<file path="src/rtl/fcspq_ram.sv">
module fcspq_ram #(
  parameter int WIDTH = 16,
  parameter int DEPTH = 64
) (
  input  logic                     clk,
  input  logic                     we,
  input  logic [$clog2(DEPTH)-1:0] waddr,
  input  logic [WIDTH-1:0]         wdata,
  input  logic                     re,
  input  logic [$clog2(DEPTH)-1:0] raddr,
  output logic [WIDTH-1:0]         rdata
);

  logic [WIDTH-1:0] mem [DEPTH];

  // one write port, one registered read port
  always_ff @(posedge clk) begin
    if (we) begin
      mem[waddr] <= wdata;
    end
    if (re) begin
      rdata <= mem[raddr];
    end
  end

endmodule

</file>
<file path="config.mk">
export PLATFORM = sky130hd
export DESIGN_NAME = fcspq_ram
export DESIGN_NICKNAME = d
export VERILOG_FILES = /design/src/rtl/fcspq_ram.sv
export SDC_FILE = /design/constraint.sdc
export NUM_CORES = 1
export LEC_CHECK = 0
export ABC_AREA = 0
export BUFFER_PORTS_ARGS = -buffer_cell sky130_fd_sc_hd__buf_4
export CORE_AREA = 2 2 370 372
export CTS_CLUSTER_DIAMETER = 30
export DETAILED_ROUTE_END_ITERATION = 7
export DIE_AREA = 0 0 372 374
export PLACE_DENSITY_LB_ADDON = 0.3
export SLEW_MARGIN = 20
export SYNTH_ARGS = -nofsm -noshare
export SYNTH_HDL_FRONTEND = slang
export SYNTH_SLANG_ARGS = --single-unit
</file>
<file path="constraint.sdc">
create_clock -name clk -period 2.29 [get_ports clk]
set_input_delay 0.229 -clock clk [delete_from_list [all_inputs] [get_ports clk]]
set_output_delay 0.229 -clock clk [all_outputs]
set_load 0.005 [all_outputs]
</file>
==> flow_metrics.tcl <==
set metrics [dict create \
    outcome "finished, final reports clean" \
    clk_pin_slew_worst_paths_ps 50 \
    io_buffers 46 \
    nNetsFinal 2237 \
    grt_pass1_wl_um 151000 \
    syn-mean-instance-area_um2 22.0 \
    vias 20200 \
    timing.critical_path.mode_cell "buf_4" \
    fin_ws_ps 64.0 \
    overflow 0 \
    synth.distinct_cells 42 \
    crit_chain "mux4_2 > mux2i_1 > buf_4 > a22oi_1 > a31oi_1 > buf_4 > a311oi_1" \
    setup.worst_path.class "register to register" \
    area_growth_pct 26.5 \
    start_util 0.298 \
    grt_max_degree 65 \
    ys_seq_area_frac 0.777 \
    synth_flop_cell "edfxtp_1" \
    fmax_ghz 0.449 \
    synth_nets 1860 \
    ys_ff_latch 1040 \
    routed_via_density 4.88 \
    synth_warnings 0 \
    firstDrtPassIters 6 \
    grt_use_total 0.151 \
    final-hold-violation-count 0 \
    cp_max_fo 1 \
    io_pins 47 \
    cts_resized 0 \
    required_ps 2780 \
    setup_viol 0 \
    cts_made_buffers 192 \
    core_area_um2 135000 \
    die_area_um2 139000 \
    drive_gt1_frac 0.358 \
    p_switching_mw 10.9 \
    place_ws_ps -377 \
    die_y_um 374 \
    period_share 0.972 \
    wirelength_um 105000 \
    clk_path_buf_depth 3 \
    p_int_mw 40.4 \
    tightest_slew_ps 894 \
    htree_num_levels 4 \
    critPathSlowestCell "mux4_2" \
    async_flop_share 0 \
    final_common_cell "edfxtp_1" \
    fillCellCount 12100 \
    post-route-min-period_ps 2230 \
    peakVddDrop_mv 0.718 \
    clkPwrFrac 0.542 \
    crit_path_start_kind "register" \
    die_w_um 372 \
    drt_iter0_drc 1992 \
    root_buffer "clkbuf_16" \
    holdCritPathClass "primary input to register" \
    netSwitchingFraction 0.212 \
    cts_tree "built" \
    placed_area_um2 44300 \
    synth_cells 1829 \
    wire_per_inst_um 25.2 \
    power_density_nw_per_um2 1010 \
    tns_ps 0 \
    layout_common_cells "edfxtp_1, buf_4, mux4_2" \
    numClockSinks 1040 \
    leakagePower_nw 16.6 \
    finClkSkew_ps 38.3 \
    place_congestion 0.814 \
    cts_hold_buf 1 \
    syn_area_um2 40200 \
    dp.final_hpwl_um 63200 \
    fp-row-count 135 \
    cp_top_family "multiplexers" \
    maxSlewViolCount 0 \
    max_stage_delay_ps 510 \
    end_kind "register" \
    cp_num_buf_inv 2 \
    maxSlewHeadroom 0.404 \
    max_cap_viol_count 0 \
    seqPwrFrac 0.415 \
    clk_latency_ps 770 \
    combPwrFrac 0.044 \
    rsz0062_at_grt "no" \
    post_cts_buffers 0 \
    worstPathArrival_ps 2720 \
    grt_pass1_vias 21200 \
    drc 0 \
    fin_area_um2 50900 \
    whs_ps 55.4 \
    synth_edf_count 1040 \
    ant_nets 0 \
    antenna_found_initial 3 \
]
[state kept, by name, summed over array words and instances (netlist names)]
register	count
mem	1024
rdata	16
[cell type report]
cell class,count,area [µm²],share of cell area
antenna,4,10.0,0.000197
clock buffer,216,4960,0.0975
clock inverter,138,1530,0.0301
multi-input combinational,685,8250,0.162
sequential,1040,31200,0.614
tap,1781,2230,0.0438
timing repair buffer,287,2650,0.0521
[worst reg2reg max path, stage by stage (launching register included)]
cell and delay (ps):
edfxtp_1 360, mux4_2 510, mux2i_1 160, buf_4 160, a22oi_1 120, a31oi_1 380, buf_4 220, a311oi_1 50
[synth_stat cells (4+ instances only)]
| cell type | instances | area share |
|---|---|---|
| a21oi_1 | 17 | 0.0021 |
| buf_4 | 13 | 0.0024 |
| a22o_1 | 6 | 0.0013 |
| a211oi_1 | 8 | 0.0015 |
| and4_1 | 5 | 0.0011 |
| a221oi_1 | 16 | 0.0035 |
| a211o_1 | 8 | 0.0017 |
| a31oi_1 | 8 | 0.0012 |
| nand4_1 | 12 | 0.0019 |
| o21ai_0 | 5 | 0.00062 |
| buf_6 | 17 | 0.0048 |
| a311oi_1 | 8 | 0.0017 |
| mux4_1 | 4 | 0.0026 |
| clkbuf_1 | 24 | 0.0022 |
| a221o_1 | 6 | 0.0015 |
| mux2_2 | 27 | 0.0076 |
| buf_2 | 36 | 0.0045 |
| mux4_2 | 220 | 0.12 |
| buf_12 | 5 | 0.0025 |
| nand3_1 | 24 | 0.0030 |
| nor2b_1 | 30 | 0.0047 |
| a22oi_1 | 39 | 0.0073 |
| nand2_1 | 59 | 0.0055 |
| edfxtp_1 | 1040 | 0.78 |
| mux2i_1 | 85 | 0.021 |
| nor2_1 | 72 | 0.0067 |
| a41oi_1 | 5 | 0.0011 |
[power by group through the flow]
stage	Sequential (mW)	Clock (mW)	Combinational (mW)
3_3_place_gp	21.6	0	2.24
3_5_place_dp	21.6	0	2.27
5_1_grt	21.2	29.1	2.38
2_1_floorplan	21.5	0	1.09
6_report	21.2	27.8	2.23
4_1_cts	21.2	28.2	2.28
[logic make-up (layout without fill, tap and decap cells)]
| family | Yosys count | in the layout | share of synthesized area |
|---|---|---|---|
| DFF | 1040 | 1040 | 0.777 |
| muxes | 336 | 336 | 0.155 |
| buffers and inverters | 104 | 641 | 0.0182 |
| AOI/OAI and AO/OA | 129 | 129 | 0.0240 |
| other | 0 | 4 | 0 |
| and+or+nand+nor | 220 | 220 | 0.0264 |
[per-layer routing]
layer,track usage,up-vias,part of all wire
met5,0,-,0.00012
met4,0.0461,2,0.024
met3,0.0340,158,0.064
met2,0.240,716,0.48
met1,0.205,10800,0.43
li1,-,8560,-
[through the flow]
stage | power [mW] | std cells | util
floorplan | 22.6 | 1829 | -
global placement | 23.8 | 3792 | 0.329
detailed placement | 23.9 | 3792 | 0.329
CTS | 51.7 | 4147 | 0.377
global route | 52.7 | 4147 | 0.377
finish | 51.2 | 4151 | 0.377
[final timing paths]
check,startpoint,endpoint,slack [ps],cells past startpoint
worst max register to register,mem[22][3],rdata[3],60,7
worst min register to register,mem[10][12],rdata[12],940,4
worst max-delay path,mem[22][3],rdata[3],60,7
worst min-delay path,wdata[12],mem[27][12],60,1
(Power assumes the default switching activity.)
