## src/rtl/fcspq_pkg.sv

```systemverilog
package fcspq_pkg;

  // sizing
  localparam int CAPACITY    = 64;
  localparam int NUM_CLASSES = 5;
  localparam int ID_BITS     = 16;

  // fixed field widths
  localparam int CLASS_W  = 3;
  localparam int STATUS_W = 2;

  // derived widths
  localparam int SLOT_W = (CAPACITY > 1) ? $clog2(CAPACITY) : 1;
  localparam int CIDX_W = (NUM_CLASSES > 1) ? $clog2(NUM_CLASSES) : 1;
  localparam int CNT_W  = $clog2(CAPACITY + 1);
  localparam int DEPTH  = NUM_CLASSES * CAPACITY;
  localparam int ADDR_W = $clog2(DEPTH);

  // operation codes
  localparam logic OP_ENQ = 1'b0;
  localparam logic OP_DEQ = 1'b1;

  // status codes
  localparam logic [STATUS_W-1:0] ST_DONE  = 2'd0;
  localparam logic [STATUS_W-1:0] ST_FULL  = 2'd1;
  localparam logic [STATUS_W-1:0] ST_EMPTY = 2'd2;

  // pointer update request from the sequencer
  typedef struct packed {
    logic              enq;
    logic              deq;
    logic [CIDX_W-1:0] enq_idx;
  } ptr_req_t;

  // pointer file view back to the sequencer
  typedef struct packed {
    logic              full;
    logic              empty;
    logic [CIDX_W-1:0] deq_idx;
    logic [ADDR_W-1:0] enq_addr;
    logic [ADDR_W-1:0] deq_addr;
    logic [CNT_W-1:0]  total;
  } ptr_view_t;

endpackage

```

## src/rtl/fcspq_ptrs.sv

```systemverilog
module fcspq_ptrs (
  input  logic                 clk,
  input  logic                 rst,
  input  fcspq_pkg::ptr_req_t  req,
  output fcspq_pkg::ptr_view_t view
);
  import fcspq_pkg::*;

  logic [SLOT_W-1:0] head  [NUM_CLASSES];
  logic [SLOT_W-1:0] tail  [NUM_CLASSES];
  logic [CNT_W-1:0]  count [NUM_CLASSES];
  logic [CNT_W-1:0]  total;

  logic [NUM_CLASSES-1:0] nonempty;
  logic [CIDX_W-1:0]      deq_idx;
  logic                   any;
  logic [SLOT_W-1:0]      enq_slot;
  logic [SLOT_W-1:0]      deq_slot;

  // wrap-around increment of a slot pointer
  function automatic logic [SLOT_W-1:0] next_slot(input logic [SLOT_W-1:0] p);
    if (p == SLOT_W'(CAPACITY - 1)) begin
      return '0;
    end
    return p + SLOT_W'(1);
  endfunction

  // priority encoder: most urgent non-empty class
  always_comb begin
    deq_idx = '0;
    any     = 1'b0;
    for (int c = NUM_CLASSES - 1; c >= 0; c--) begin
      nonempty[c] = (count[c] != '0);
      if (nonempty[c]) begin
        deq_idx = CIDX_W'(c);
        any     = 1'b1;
      end
    end
  end

  assign enq_slot = tail[req.enq_idx];
  assign deq_slot = head[deq_idx];

  always_comb begin
    view.full     = (total == CNT_W'(CAPACITY));
    view.empty    = !any;
    view.deq_idx  = deq_idx;
    view.enq_addr = ADDR_W'(req.enq_idx) * ADDR_W'(CAPACITY) + ADDR_W'(enq_slot);
    view.deq_addr = ADDR_W'(deq_idx) * ADDR_W'(CAPACITY) + ADDR_W'(deq_slot);
    view.total    = total;
  end

  // pointer and count update; one operation per accepted word
  always_ff @(posedge clk) begin
    if (rst) begin
      for (int c = 0; c < NUM_CLASSES; c++) begin
        head[c]  <= '0;
        tail[c]  <= '0;
        count[c] <= '0;
      end
      total <= '0;
    end else if (req.enq) begin
      tail[req.enq_idx]  <= next_slot(enq_slot);
      count[req.enq_idx] <= count[req.enq_idx] + CNT_W'(1);
      total              <= total + CNT_W'(1);
    end else if (req.deq) begin
      head[deq_idx]  <= next_slot(deq_slot);
      count[deq_idx] <= count[deq_idx] - CNT_W'(1);
      total          <= total - CNT_W'(1);
    end
  end

endmodule

```

## config.mk

```make
export PLATFORM = sky130hd
export DESIGN_NAME = fcspq_ptrs
export DESIGN_NICKNAME = d
export VERILOG_FILES = /design/src/rtl/fcspq_pkg.sv /design/src/rtl/fcspq_ptrs.sv
export SDC_FILE = /design/constraint.sdc
export NUM_CORES = 1
export LEC_CHECK = 0
export ABC_CLOCK_PERIOD_IN_PS = 4200
export CORE_ASPECT_RATIO = 0.8
export CORE_MARGIN = 2
export CORE_UTILIZATION = 58
export DETAILED_ROUTE_END_ITERATION = 7
export DONT_BUFFER_PORTS = 1
export PLACE_DENSITY_LB_ADDON = 0.05
export SYNTH_ARGS = -nofsm -noshare
export SYNTH_HDL_FRONTEND = slang
export SYNTH_SLANG_ARGS = --single-unit
```

## constraint.sdc

```tcl
create_clock -name clk -period 4.2 [get_ports clk]
set_input_delay 0.42 -clock clk [delete_from_list [all_inputs] [get_ports clk]]
set_output_delay 0.42 -clock clk [all_outputs]
set_load 0.02 [all_outputs]
```

==> results of run 1 <==
-- final timing paths --
path	endpoint	slack, ps
hold / removal	total[1]	50
setup reg to reg	head[1][4]	260
setup / recovery	view[11]	190
hold reg to reg	total[1]	630
-- state kept, by name, summed over array words and instances, names as in the netlist --
name and count:
total 7, count 56, head 30, tail 48
-- critical path, stage by stage (launching register included) --
cell and delay, ps:
sky130_fd_sc_hd__edfxtp_1 430, sky130_fd_sc_hd__nor4_1 640, sky130_fd_sc_hd__and4_1 680, sky130_fd_sc_hd__nand4_1 230, sky130_fd_sc_hd__inv_1 310, sky130_fd_sc_hd__a32oi_1 90, sky130_fd_sc_hd__a31oi_1 530, sky130_fd_sc_hd__buf_4 260
-- cells by family after synthesis --
family / after synthesis
simple gates: 251
mux: 31
compound gates: 122
fa+ha+maj: 10
xor+xnor: 17
flops: 141
buf+inv: 73
-- layout make-up --
cell class                 count  share of cell area
sequential                   141               0.505
multi-input combinational    431               0.352
clock buffer                  21              0.0559
tap                          171              0.0260
clock inverter                11              0.0229
timing repair buffer          25              0.0228
inverter                      34              0.0155
-- cell usage after synthesis, types with 5 or more instances --
cell type and number:
sky130_fd_sc_hd__a21oi_1 33, sky130_fd_sc_hd__a221oi_1 7, sky130_fd_sc_hd__a22oi_1 6, sky130_fd_sc_hd__a31oi_1 10, sky130_fd_sc_hd__and2_1 11, sky130_fd_sc_hd__buf_4 6, sky130_fd_sc_hd__clkbuf_1 26, sky130_fd_sc_hd__dfxtp_1 7
sky130_fd_sc_hd__edfxtp_1 134, sky130_fd_sc_hd__ha_1 9, sky130_fd_sc_hd__inv_1 33, sky130_fd_sc_hd__mux2_2 6, sky130_fd_sc_hd__mux2i_1 8, sky130_fd_sc_hd__mux4_2 16, sky130_fd_sc_hd__nand2_1 33, sky130_fd_sc_hd__nand2b_1 19
sky130_fd_sc_hd__nand3_1 9, sky130_fd_sc_hd__nor2_1 119, sky130_fd_sc_hd__nor2b_1 6, sky130_fd_sc_hd__nor3_1 11, sky130_fd_sc_hd__nor4_1 8, sky130_fd_sc_hd__o21ai_0 9, sky130_fd_sc_hd__or3_1 6, sky130_fd_sc_hd__or4_1 5
sky130_fd_sc_hd__xnor2_1 9, sky130_fd_sc_hd__xor2_1 8
-- per-stage QoR --
stage          area, sq um  setup WS [ps]  cells  power (mW)
6_report              8240            186    834        3.82
5_1_grt               8240           59.9    834        3.93
4_1_cts               8240            298    834        3.82
3_5_place_dp          7590            328    802        2.19
3_3_place_gp          7590            436    802        2.17
2_1_floorplan         7370            573    645        2.06
-- layer usage --
| metal | wire, um | part of all wire | track usage | vias to the layer above |
|---|---|---|---|---|
| li1 | - | - | - | 2416 |
| met1 | 8170 | 0.42 | 0.442 | 2634 |
| met2 | 8180 | 0.42 | 0.417 | 344 |
| met3 | 2410 | 0.12 | 0.103 | 56 |
| met4 | 610 | 0.031 | 0.127 | 0 |
| met5 | 0 | 0 | 0 | - |
-- layout by cell type, fill, tap and decap left out, drive strengths merged, types with 12 or more instances in the layout --
cell / netlist / routed
nand2: 33 / 33
nand2b: 19 / 19
o21ai: 13 / 13
nor2: 119 / 119
inv: 34 / 34
mux4: 16 / 16
buf: 13 / 25
a21oi: 33 / 33
a31oi: 12 / 12
edfxtp: 134 / 134
clkbuf: 26 / 21
-- power by group --
| part | total (mW) | switching (mW) | internal, mW | leakage (nW) |
|---|---|---|---|---|
| logic | 0.475 | 0.304 | 0.171 | 1.39 |
| clock network | 1.66 | 0.574 | 1.08 | 0.315 |
| registers | 1.69 | 0.0714 | 1.62 | 1.40 |
==> metrics.txt, run 1 <==
run status=completed; portion of the post-synthesis area used by sequential elements=0.565; via count of the first global-routing pass=5234; mean number of vias per cell=6.53; startpoint of the tightest hold check path=rst; CTS H-tree lvls=4; Synth Register Bits=141; HP Class=in2reg; DP Wirelength=13.8 mm; area share of the largest cell type after synthesis=0.546; antenna violations before repair=0; I/O Pins=37; gate count after technology mapping=645; number of inserted filler cells in the final layout=959; Setup Total Neg Slack=0 ps; area overhead of the layout relative to synthesis=11.8%; total of hold buffers inserted after clock tree synthesis=0; Tightest Pin Transition=1190 ps; Die Outline Area=around 14000 sq um; global routing usage summed across all routing layers=0.304; Final Hold Viols=0; vias=5450; arithmetic-cell share of the synthesized area counting full adders, half adders and majority gates=0.0180; worst-case clock buffer depth=2; Detailed Route Iter0 Violations=587; max-slew headroom at the worst pin=0.202; Final Max Tran Viols=0; final antenna diode count=0; number of I/O port buffers=0; Net count, final=approximately 670; combined flip-flop and latch cell area=4160 sq um; setup repair after global routing missed its margin=no; synth unique cells=74; worst hold-check slack=52.7 ps; Setup violations, final=0; post-CTS setup buffers=0; fraction of registers with async set/reset=0; total overflow reported by the global router=0; syn_area_per_cell=11.4 sq um; kind of critical path=reg2out; top post-synthesis cells by area=sky130_fd_sc_hd__edfxtp_1 (55%), sky130_fd_sc_hd__nor2_1 (6.1%), sky130_fd_sc_hd__mux4_2 (4.9%); post_cts resized=0; critical path fanouts, max=13; LEAKAGE=3.10 nW; clock insertion delay at the later pin of the skew report=430 ps; synthesized-area fraction occupied by ao, oa, aoi and oai cells=0.120; top cell type by total area after synthesis=sky130_fd_sc_hd__edfxtp_1; count of antenna-violating nets left after detailed routing=0; Tmin final=4010 ps; routability congestion estimate from global placement=approximately 0.98; largest family of logic cells by synthesized area=simple AND/OR/NAND/NOR gates; largest vdd supply drop=0.000329 V; horizontal die dimension=130 um; per-cell routed wire length=23.2 um; share of the synthesized netlist area taken by xor and xnor gates=0.0202; height of the die=around 100 um; pin count of the biggest net entering global routing=slightly above 40; maxcap violations=0; required time reported for the critical path endpoint=~3800 ps; synthesis warning total=0; largest clock skew in the final design=8.26 ps; CP Data Arrival Time=3590 ps; Num CTS Buffers=17; clock tree from TritonCTS=yes; number of flops mapped to enable cells by yosys=134; launching element of the worst setup path=count[0][3]; post-synth design cell area=7370 sq um; aggregate routed wire length=around 19 mm; critical path endpoint category=output port; ratio of total power to cell area=464 nW/um^2; number of standard-cell rows in the floorplan=36; cell count of the worst hold path=1; crit share post-route=0.956; Clock Tree Root=sky130_fd_sc_hd__clkbuf_16; Core Footprint=around 12000 sq um; path depth of the worst reg2reg path=10; net count after synthesis=roughly 660; clock net sink count=141; proportion of synthesized area in mux cells=0.0708; Clock transition at path regs=60 ps; element type at the critical path start=flip-flop; final standard cell utilization of the core=0.670; fraction of layout instances using a drive strength above 1=0.142; Remaining DRCs=0; effective utilization at floorplan=0.599; post-synthesis simple-gate area fraction=0.164; global-route wire length before repair=approximately 30 mm; multi-input logic area=2900 sq um; Initial DRT Pass Iterations=5; launching point of the worst reg2reg path=count[3][3]; most used flip-flop cell after synthesis=sky130_fd_sc_hd__edfxtp_1; Max Fclk=249 MHz
Power figures use the tool's default switching activity.
==> inputs of run 2 (changes only) <==
--- a/config.mk
+++ b/config.mk
@@ -12,6 +12,7 @@
 export DETAILED_ROUTE_END_ITERATION = 7
 export DONT_BUFFER_PORTS = 1
 export PLACE_DENSITY_LB_ADDON = 0.05
+export REMOVE_ABC_BUFFERS = 1
 export SYNTH_ARGS = -nofsm -noshare
 export SYNTH_HDL_FRONTEND = slang
 export SYNTH_SLANG_ARGS = --single-unit
==> metrics.txt, run 2 (synthesized netlist as in run 1, its figures left out) <==
run status=completed (unchanged); number of I/O port buffers=0 (unchanged); most frequent cells in the layout=sky130_fd_sc_hd__edfxtp_1 (134), sky130_fd_sc_hd__nor2_1 (119), sky130_fd_sc_hd__nand2_1 (33), sky130_fd_sc_hd__inv_1 (33), sky130_fd_sc_hd__a21oi_1 (33) (unchanged); Detailed Route Iter0 Violations=581 (was 587); Core Footprint=12300 sq um (unchanged); post_cts resized=0 (unchanged); Final Max Tran Viols=0 (unchanged); Initial DRT Pass Iterations=7 (was 5); Clock transition at path regs=60 ps (about the same); count of antenna-violating nets left after detailed routing=0 (unchanged); post-CTS setup buffers=0 (unchanged); LEAKAGE=3.08 nW (was 3.10 nW); total of hold buffers inserted after clock tree synthesis=0 (unchanged); reg-to-reg setup timing slack=240 ps (was 260 ps); number of inserted filler cells in the final layout=929 (was 959); pin count of the biggest net entering global routing=41 (unchanged); instance area after placement=7610 sq um (was 7590 sq um); Setup violations, final=0 (unchanged); critical path endpoint category=flip-flop (was output port); slowest cell on the critical path=sky130_fd_sc_hd__or4_4 (was sky130_fd_sc_hd__and4_1); element type at the critical path start=flip-flop (unchanged); maxcap violations=0 (unchanged); CP Data Arrival Time=4100 ps (was 3590 ps); most common cell after layout, fill and taps aside=sky130_fd_sc_hd__edfxtp_1 (unchanged); final antenna diode count=0 (unchanged); setup repair after global routing missed its margin=no (unchanged); Post-Place Worst Slack=275 ps (was 328 ps); final standard cell utilization of the core=0.666 (was 0.670); Max Fclk=252 MHz (was 249 MHz); CTS H-tree lvls=4 (unchanged); number of standard-cell rows in the floorplan=36 (unchanged); height of the die=105 um (unchanged); I/O Pins=37 (unchanged); max-slew headroom at the worst pin=0.246 (was 0.202); worst-case clock buffer depth=2 (unchanged); Tightest Pin Transition=1130 ps (was 1190 ps); antenna violations before repair=0 (unchanged); fraction of layout instances using a drive strength above 1=0.149 (was 0.142); critical path fanouts, max=14 (was 13); global-route wire length before repair=30.7 mm (was 29.9 mm); smallest setup slack after layout=235 ps (was 186 ps); Num CTS Buffers=17 (unchanged); largest clock skew in the final design=13.1 ps (was 8.26 ps); kind of critical path=reg2reg (was reg2out); clock net sink count=141 (unchanged); worst hold-check slack=81.0 ps (was 52.7 ps); global routing usage summed across all routing layers=0.309 (was 0.304); horizontal die dimension=130 um (unchanged); total overflow reported by the global router=0 (unchanged); Remaining DRCs=0 (unchanged); clock tree from TritonCTS=yes (unchanged); routability congestion estimate from global placement=0.956 (was 0.983); peak per-stage delay on the critical path=570 ps (was 680 ps); DP Wirelength=14.0 mm (was 13.8 mm); Setup Total Neg Slack=0 ps (unchanged); per-cell routed wire length=23.9 um (was 23.2 um); register with the most flip-flops=count (unchanged); Final Hold Viols=0 (unchanged); cell area after layout=8190 sq um (was 8240 sq um); via count of the first global-routing pass=5261 (was 5234); aggregate routed wire length=20.0 mm (was 19.4 mm); largest vdd supply drop=0.000374 V (was 0.000329 V); clock insertion delay at the later pin of the skew report=420 ps (was 430 ps); critical path, cell by cell=or4_4 > or4_4 > a2111o_1 > a21oi_1 > a21oi_1 > inv_1 > ha_1 > nand3_1 > or4_1 > a31oi_2 > inv_1 (was nor4_1 > and4_1 > nand4_1 > inv_1 > a32oi_1 > a31oi_1 > buf_4); vias=5463 (was 5450); Clock Tree Root=sky130_fd_sc_hd__clkbuf_16 (unchanged); effective utilization at floorplan=0.599 (unchanged); number of flip-flops in the largest register=56 (unchanged); Die Outline Area=13600 sq um (unchanged); mean number of vias per cell=6.53 (about the same); area overhead of the layout relative to synthesis=11.1% (was 11.8%); crit share post-route=0.944 (was 0.956); largest registers in the final layout=count x56, tail x48, head x30 (unchanged); Tmin final=3960 ps (was 4010 ps); Net count, final=669 (was 667); required time reported for the critical path endpoint=4340 ps (was 3780 ps); ratio of total power to cell area=443 nW/um^2 (was 464 nW/um^2); HP Class=in2reg (unchanged)
==> run 2: cell count changes in the layout (fill, tap and decap cells not counted), sizes merged <==
cell    previous run  this run
inv               34        39
clkinv             5         6
clkbuf            21        19
bufinv             5         1
buf               25        27
==> run 2: worst max-delay path: cells and delay by family (launching register included) <==
kind / cells / cell delay, ps
flops: 1 / 420
fa+ha+maj: 1 / 170
compound gates: 4 / 1100
simple gates: 4 / 1770
buf+inv: 2 / 220
==> run 2: area by class of cell <==
class	count	area [sq um]	share of cell area
Sequential cell	141	4160	0.509
Timing Repair Buffer	27	203	0.0248
Clock inverter	13	131	0.0161
Clock buffer	19	443	0.0541
Multi-Input combinational cell	431	2900	0.355
Tap cell	171	214	0.0261
Inverter	34	128	0.0156
==> run 2: worst paths after layout <==
path,start,end,cells past startpoint
worst min register to register,total[1],total[1],2
worst max register to register,count[3][3],count[7][6],11
worst min-delay path,rst,total[5],1
worst max-delay path,count[3][3],count[7][6],11
==> run 2: where the power goes <==
| group | switching (mW) | internal (mW) | total (mW) | leakage (nW) |
|---|---|---|---|---|
| clock | 0.606 | 0.845 | 1.45 | 0.282 |
| sequential | 0.0729 | 1.62 | 1.69 | 1.40 |
| combinational | 0.311 | 0.174 | 0.485 | 1.40 |
| total | 0.990 | 2.64 | 3.63 | 3.08 |
==> run 2: per-layer routing <==
layer  track usage  vias to the layer above  routed length [um]
li1              -                     2414                   -
met5             0                        -                   0
met3        0.0998                       21                2190
met2         0.462                      308                9260
met4        0.0599                        0                 185
met1         0.448                     2720                8340
==> run 2: metrics by stage <==
| step | cells | total power [mW] |
|---|---|---|
| after global routing | 836 | 3.75 |
| final | 836 | 3.63 |
| after CTS | 836 | 3.63 |
| after detailed placement | 804 | 2.19 |
| after floorplan | 606 | 2.04 |
| after global placement | 804 | 2.18 |
